**config.mk**
```make
export PLATFORM = sky130hd
export DESIGN_NAME = chpa_ram
export DESIGN_NICKNAME = d
export VERILOG_FILES = /design/src/rtl/chunked_handle_pool_allocator_core_defines.svh /design/src/rtl/chpa_ram.sv
export SDC_FILE = /design/constraint.sdc
export NUM_CORES = 1
export LEC_CHECK = 0
export ABC_AREA = 1
export BUFFER_PORTS_ARGS = -buffer_cell sky130_fd_sc_hd__buf_2
export CORE_MARGIN = 2
export CORE_UTILIZATION = 45
export CTS_CLUSTER_SIZE = 16
export DETAILED_ROUTE_END_ITERATION = 7
export GPL_ROUTABILITY_DRIVEN = 1
export PLACE_DENSITY = 0.59
export SLEW_MARGIN = 20
export SYNTH_ARGS = -nofsm -noshare
export SYNTH_HDL_FRONTEND = slang
export SYNTH_SLANG_ARGS = --single-unit
```
**constraint.sdc**
```tcl
create_clock -name clk -period 2.25 [get_ports clk]
set_input_delay 0.225 -clock clk [delete_from_list [all_inputs] [get_ports clk]]
set_output_delay 0.225 -clock clk [all_outputs]
set_load 0.02 [all_outputs]
```
**src/rtl/chunked_handle_pool_allocator_core_defines.svh**
```systemverilog
// Assertion macros for the chunked handle pool allocator.
// Included by the files that carry concurrent assertions; no other dependencies.
`ifndef CHUNKED_HANDLE_POOL_ALLOCATOR_CORE_DEFINES_SVH
`define CHUNKED_HANDLE_POOL_ALLOCATOR_CORE_DEFINES_SVH
`ifndef SYNTHESIS
// same-cycle implication
`define CHPA_ASSERT_IMPLY(label, clk_s, rst_s, pre, post) \
  label: assert property (@(posedge clk_s) disable iff (!rst_s) (pre) |-> (post)) \
    else $error("chpa assertion failed");
// next-cycle implication
`define CHPA_ASSERT_NEXT(label, clk_s, rst_s, pre, post) \
  label: assert property (@(posedge clk_s) disable iff (!rst_s) (pre) |=> (post)) \
    else $error("chpa assertion failed");
`else
`define CHPA_ASSERT_IMPLY(label, clk_s, rst_s, pre, post)
`define CHPA_ASSERT_NEXT(label, clk_s, rst_s, pre, post)
`endif
`endif

```
**src/rtl/chpa_ram.sv**
```systemverilog
// Generic single-write, single-read synchronous RAM with registered read data.
// Used for the free stack and the per-chunk free counts; no dependencies.
module chpa_ram #(
  parameter int WIDTH = 8,
  parameter int DEPTH = 16,
  parameter int ADDR_W = (DEPTH > 1) ? $clog2(DEPTH) : 1
) (
  input  logic              clk,
  input  logic              we,
  input  logic [ADDR_W-1:0] waddr,
  input  logic [WIDTH-1:0]  wdata,
  input  logic              re,
  input  logic [ADDR_W-1:0] raddr,
  output logic [WIDTH-1:0]  rdata
);

  logic [WIDTH-1:0] mem [DEPTH];

  always_ff @(posedge clk) begin
    if (we) begin
      mem[waddr] <= wdata;
    end
    if (re) begin
      rdata <= mem[raddr];
    end
  end

endmodule

```
==> results of run 1 <==
cells by family (layout without fill, tap and decap cells):
kind of cell           after synthesis  after routing
buffers and inverters              126            169
and+or+nand+nor                    289            289
DFF                                136            136
power groups by stage:
stage                     logic [mW]  clock network, mW  registers [mW]
after floorplan                0.200                  0            2.94
after global placement         0.352                  0            2.93
after detailed placement       0.352                  0            2.93
after CTS                      0.354               2.86            2.87
after global routing           0.389               2.96            2.88
final                          0.353               2.82            2.87
stage by stage:
| stage | hold WS, ps | std cells | power [mW] |
|---|---|---|---|
| after global routing | 161 | 766 | 6.22 |
| after floorplan | 324 | 551 | 3.14 |
| after global placement | 598 | 735 | 3.28 |
| final | 171 | 766 | 6.05 |
| after CTS | 161 | 766 | 6.08 |
| after detailed placement | 604 | 735 | 3.28 |
worst paths after layout:
kind | startpoint | to | cells past startpoint
min | re | rdata[2]$_DFFE_PP_ | 1
min reg2reg | mem[10][0]$_DFFE_PP_ | rdata[0]$_DFFE_PP_ | 6
max | waddr[2] | mem[9][4]$_DFFE_PP_ | 3
max reg2reg | mem[7][3]$_DFFE_PP_ | rdata[3]$_DFFE_PP_ | 6
layout by cell type (no fill, tap or decap), drive strengths merged:
master      n
nand3      97
clkinv      5
edfxtp    136
nor2       17
nand3b      2
clkbuf     17
clkinvlp    3
nand2     173
inv       105
buf        36
bufinv      3
registers in the layout, summed over array words and instances (netlist names):
name and cells:
mem 128, rdata 8
per-layer routing:
| metal | vias to the layer above | share of wire, % | global-route usage (%) |
|---|---|---|---|
| met1 | 1823 | 44 | 27.7 |
| met3 | 23 | 5.6 | 5.86 |
| met5 | - | 0 | 0 |
| li1 | 1842 | - | - |
| met2 | 147 | 48 | 32.0 |
| met4 | 0 | 2.2 | 9.41 |
worst max-delay path, cell delays in order:
cell,delay [ps]
buf_2,120
nand3b_1,250
nor2_1,700
layout make-up:
cell class | instances | area [sq um] | area share (%)
multi-input combinational | 289 | 1210 | 18.1
inverter | 102 | 383 | 5.71
tap | 172 | 215 | 3.21
clock buffer | 17 | 425 | 6.35
clock inverter | 14 | 175 | 2.61
sequential | 136 | 4080 | 60.9
timing repair buffer | 36 | 205 | 3.06
==> flow_metrics.env, run 1 <==
export IMPL_outcome="finished, final reports clean"
export IMPL_synth_area_sq_mm=0.00585
export IMPL_synthToLayoutAreaGrowth_pct=14.6
export IMPL_tightest_slew_ps=858
export IMPL_synth_common_cells="nand2_1 (173), edfxtp_1 (136), inv_1 (100)"
export IMPL_grt_max_degree=40
export IMPL_grt_pass1_wl_mm=21.0
export IMPL_swShare_pct=22.4
export IMPL_viasPerCell=5.01
export IMPL_vias=3835
export IMPL_vdd_drop_max_mv=0.904
export IMPL_diodes=0
export IMPL_fill_cells=1122
export IMPL_synth_xor_area_share_pct=0
export IMPL_fp_dieH_um=118
export IMPL_clock_fmax_mhz=795
export IMPL_setup_viol=0
export IMPL_grt_overflow=0
export IMPL_die_x_um=118
export IMPL_io_pins=27
export IMPL_drtIter0Drc=347
export IMPL_netlist_instances=551
export IMPL_ys_top_cells_by_area="edfxtp_1 (70%), nand2_1 (11%), nand3_1 (8.3%)"
export IMPL_ctsResizeCount=0
export IMPL_slew_headroom_pct=42.6
export IMPL_synth_ff_type="edfxtp_1"
export IMPL_tns_ps=0
export IMPL_yosysSeqAreaShare_pct=69.8
export IMPL_numPortBuffers=26
export IMPL_power_switching_mw=1.35
export IMPL_core_area_sq_mm=0.0127
export IMPL_hpwl_mm=8.64
export IMPL_drive_above_1_share_pct=11.6
export IMPL_cts_setup_buffers=0
export IMPL_drv_cap=0
export IMPL_fin_ws_ps=991
export IMPL_grtUsageTotal_pct=20.9
export IMPL_drv_slew=0
export IMPL_dr_pass1_iters=6
export IMPL_yosys_area_share_simple_pct=20.8
export IMPL_cts_clk_slew_worst_paths_ps=60
export IMPL_p_comb_share_pct=5.8
export IMPL_cts_sinks=136
export IMPL_antenna_found_initial=0
export IMPL_p_int_mw=4.69
export IMPL_synth_most_common_cell="nand2_1"
export IMPL_wl_per_cell_um=18.1
export IMPL_cts_max_level=4
export IMPL_synth_compound_area_share_pct=0
export IMPL_drc_errors=0
export IMPL_grt_pass1_vias=3647
export IMPL_cts_hold_buffers=0
export IMPL_synth_top_cell_area_share_pct=69.8
export IMPL_rrSetupSlack_ps=1080
export IMPL_ys_async_sr_fraction_pct=0
export IMPL_clkPwrFrac_pct=46.7
export IMPL_required_ps=2290
export IMPL_yosysWarnings=0
export IMPL_synth_cell_types=11
export IMPL_synth_area_mux_share_pct=0
export IMPL_synth_area_leader_cell="edfxtp_1"
export IMPL_postPlaceCellArea_sq_mm=0.00610
export IMPL_stdcell_area_sq_mm=0.00670
export IMPL_seqPwrFrac_pct=47.5
export IMPL_leakagePower_nw=2.87
export IMPL_rsz0062_at_grt="no"
export IMPL_ys_ff_latch=136
export IMPL_worstSetupEndpointType="register"
export IMPL_cts_root_buf="clkbuf_16"
export IMPL_numCtsBuffers=17
export IMPL_fin_crit_ps=1260
export IMPL_final_nets=601
export IMPL_clock_latency_ps=420
export IMPL_final_antenna_net_count=0
export IMPL_synth_edff_count=136
export IMPL_cts_tree="yes"
export IMPL_start_util_pct=46.1
export IMPL_period_share_pct=55.9
export IMPL_final_setup_skew_ps=11.6
export IMPL_syn_area_per_cell_sq_um=10.6
export IMPL_rows=41
export IMPL_design_die_area_sq_mm=0.0139
export IMPL_drt_total_wl_mm=13.8
export IMPL_crit_type="input port to register"
export IMPL_final_util_pct=52.9
export IMPL_clock_path_buffers=2
export IMPL_hold_viol=0
export IMPL_place_gp_congestion=0.821
export IMPL_synthAdderAreaFrac_pct=0
export IMPL_synth_top_family_by_area="simple AND/OR/NAND/NOR gates"
export IMPL_arrival_ps=1300
export IMPL_power_density_mw_per_mm2=902
export IMPL_pre_cts_slack_ps=533
export IMPL_critPathMaxFanout=8
export IMPL_startpoint_type="input port"
export IMPL_synth_nets=570
export IMPL_hold_path_class="input port to register"
(Power assumes the default switching activity.)
==> run 2, diff against run 1 <==
--- a/config.mk
+++ b/config.mk
@@ -12,7 +12,7 @@
 export CTS_CLUSTER_SIZE = 16
 export DETAILED_ROUTE_END_ITERATION = 7
 export GPL_ROUTABILITY_DRIVEN = 1
-export PLACE_DENSITY = 0.59
+export PLACE_DENSITY = 0.62
 export SLEW_MARGIN = 20
 export SYNTH_ARGS = -nofsm -noshare
 export SYNTH_HDL_FRONTEND = slang
==> constraint.sdc (replaced) <==
create_clock -name clk -period 1.1 [get_ports clk]
set_input_delay 0.11 -clock clk [delete_from_list [all_inputs] [get_ports clk]]
set_output_delay 0.11 -clock clk [all_outputs]
set_load 0.02 [all_outputs]
==> run 2 against run 1 <==
Against the previous run: clock skew fell by 5.5 ps; worst hold slack got worse by 94 ps; first-iteration DRC count down 0.58%; register-to-register slack worse by 1100 ps; cell area increased by 4.1%.
==> flow_metrics.env, run 2 (same netlist as run 1, synthesis figures left out) <==
export IMPL_grtUsageTotal_pct=20.4
export IMPL_antenna_found_initial=0
export IMPL_numPortBuffers=26
export IMPL_layout_commonest_cell="nand2_1"
export IMPL_diodes=0
export IMPL_die_x_um=118
export IMPL_rows=41
export IMPL_drc_errors=0
export IMPL_drive_above_1_share_pct=19.2
export IMPL_grt_pass1_wl_mm=21.4
export IMPL_leakagePower_nw=3.01
export IMPL_drtIter0Drc=345
export IMPL_cts_setup_buffers=0
export IMPL_required_ps=1250
export IMPL_drt_total_wl_mm=13.2
export IMPL_vdd_drop_max_mv=0.997
export IMPL_hpwl_mm=8.34
export IMPL_cts_clk_slew_worst_paths_ps=60
export IMPL_clock_latency_ps=400
export IMPL_cts_tree="yes"
export IMPL_grt_pass1_vias=3870
export IMPL_critPathMaxFanout=1
export IMPL_max_flop_register="mem"
export IMPL_worstHoldStart="re"
export IMPL_dr_pass1_iters=5
export IMPL_drv_cap=0
export IMPL_cts_root_buf="clkbuf_16"
export IMPL_top_regs="mem (128), rdata (8)"
export IMPL_vias=3855
export IMPL_place_gp_congestion=0.852
export IMPL_crit_type="register to register"
export IMPL_grt_overflow=0
export IMPL_timing_hold_ws_ps=77.9
export IMPL_cts_hold_buffers=0
export IMPL_viasPerCell=4.93
export IMPL_clock_path_buffers=2
export IMPL_wl_per_cell_um=16.9
export IMPL_setup_viol=0
export IMPL_cts_sinks=136
export IMPL_drv_slew=0
export IMPL_rsz0062_at_grt="yes"
export IMPL_core_area_sq_mm=0.0127
export IMPL_critPathLaunch="mem[2][7]$_DFFE_PP_"
export IMPL_period_share_pct=99.6
export IMPL_pre_cts_slack_ps=-317
export IMPL_fp_dieH_um=118
export IMPL_outcome="finished, final reports clean"
export IMPL_cts_max_level=4
export IMPL_final_nets=618
export IMPL_synthToLayoutAreaGrowth_pct=19.3
export IMPL_final_setup_skew_ps=6.17
export IMPL_design_die_area_sq_mm=0.0139
export IMPL_layout_common_cells="nand2_1 (167), edfxtp_1 (136), inv_1 (99)"
export IMPL_clock_fmax_mhz=913
export IMPL_slew_headroom_pct=54.3
export IMPL_grt_max_degree=38
export IMPL_final_antenna_net_count=0
export IMPL_tightest_slew_ps=684
export IMPL_hold_path_class="input port to register"
export IMPL_startpoint_type="register"
export IMPL_fin_crit_ps=1100
export IMPL_start_util_pct=46.1
export IMPL_power_density_mw_per_mm2=1670
export IMPL_io_pins=27
export IMPL_worstSetupEndpointType="register"
export IMPL_arrival_ps=1250
export IMPL_hold_viol=0
export IMPL_largest_reg_flops=128
export IMPL_fin_ws_ps=4.60
export IMPL_regToRegStartpoint="mem[2][7]$_DFFE_PP_"
export IMPL_numCtsBuffers=17
[run 2: cell count changes in the layout (fill, tap and decap cells not counted), moves of 6 or more]
cell,previous run,this run
nand2_2,0,6
nand2_1,173,167
clkbuf_1,0,7
buf_4,10,24
nand3_2,0,34
nand3_1,97,63
[run 2: what timing repair did]
item                                    in CTS  in global routing
pin swaps                                    2                 22
hold endpoints to repair                     0                  0
endpoints found under the setup margin       4                 11
resized for setup                            4                 43
[run 2: cell type report]
class,instances,area (sq um)
sequential,136,4080
inverter,102,383
fill,1063,5700
multi-input combinational,289,1400
tap,172,215
clock buffer,24,452
clock inverter,6,52.6
timing repair buffer,53,389
[run 2: where the power goes]
part / switching, mW / internal, mW
Clock: 1.88 / 3.05
Combinational: 0.560 / 0.258
Sequential: 0.0337 / 5.84
[run 2: critical path: stages, from the launching register on]
cell      delay, ps
edfxtp_1        360
inv_1            60
nand2_1          60
nand3_1         110
nand3_2          80
nand3_1         100
nand2_1          70
[run 2: stage by stage]
stage                     power [mW]  area, sq um  utilization, %  setup TNS, ps  cells
after floorplan                 6.41         5850               -              0    551
after global placement          6.72         6270            49.5          -1610    752
after detailed placement        6.73         6270            49.5          -1830    752
after CTS                       11.6         6790            53.6          -7.05    782
after global routing            12.0         6970            55.0           -334    782
final                           11.6         6970            55.0              0    782
[run 2: routing by layer]
metal  track usage, %  part of all wire, %
met5                0                    0
met4             7.76                  1.7
met3             3.59                  7.0
met2             32.7                   48
met1             28.0                   43
[run 2: worst paths after layout]
kind	cells past startpoint	slack [ps]	to
min reg2reg	6	770	rdata[4]$_DFFE_PP_
max reg2reg	6	5	rdata[7]$_DFFE_PP_
min	1	80	rdata[5]$_DFFE_PP_
max	6	5	rdata[7]$_DFFE_PP_
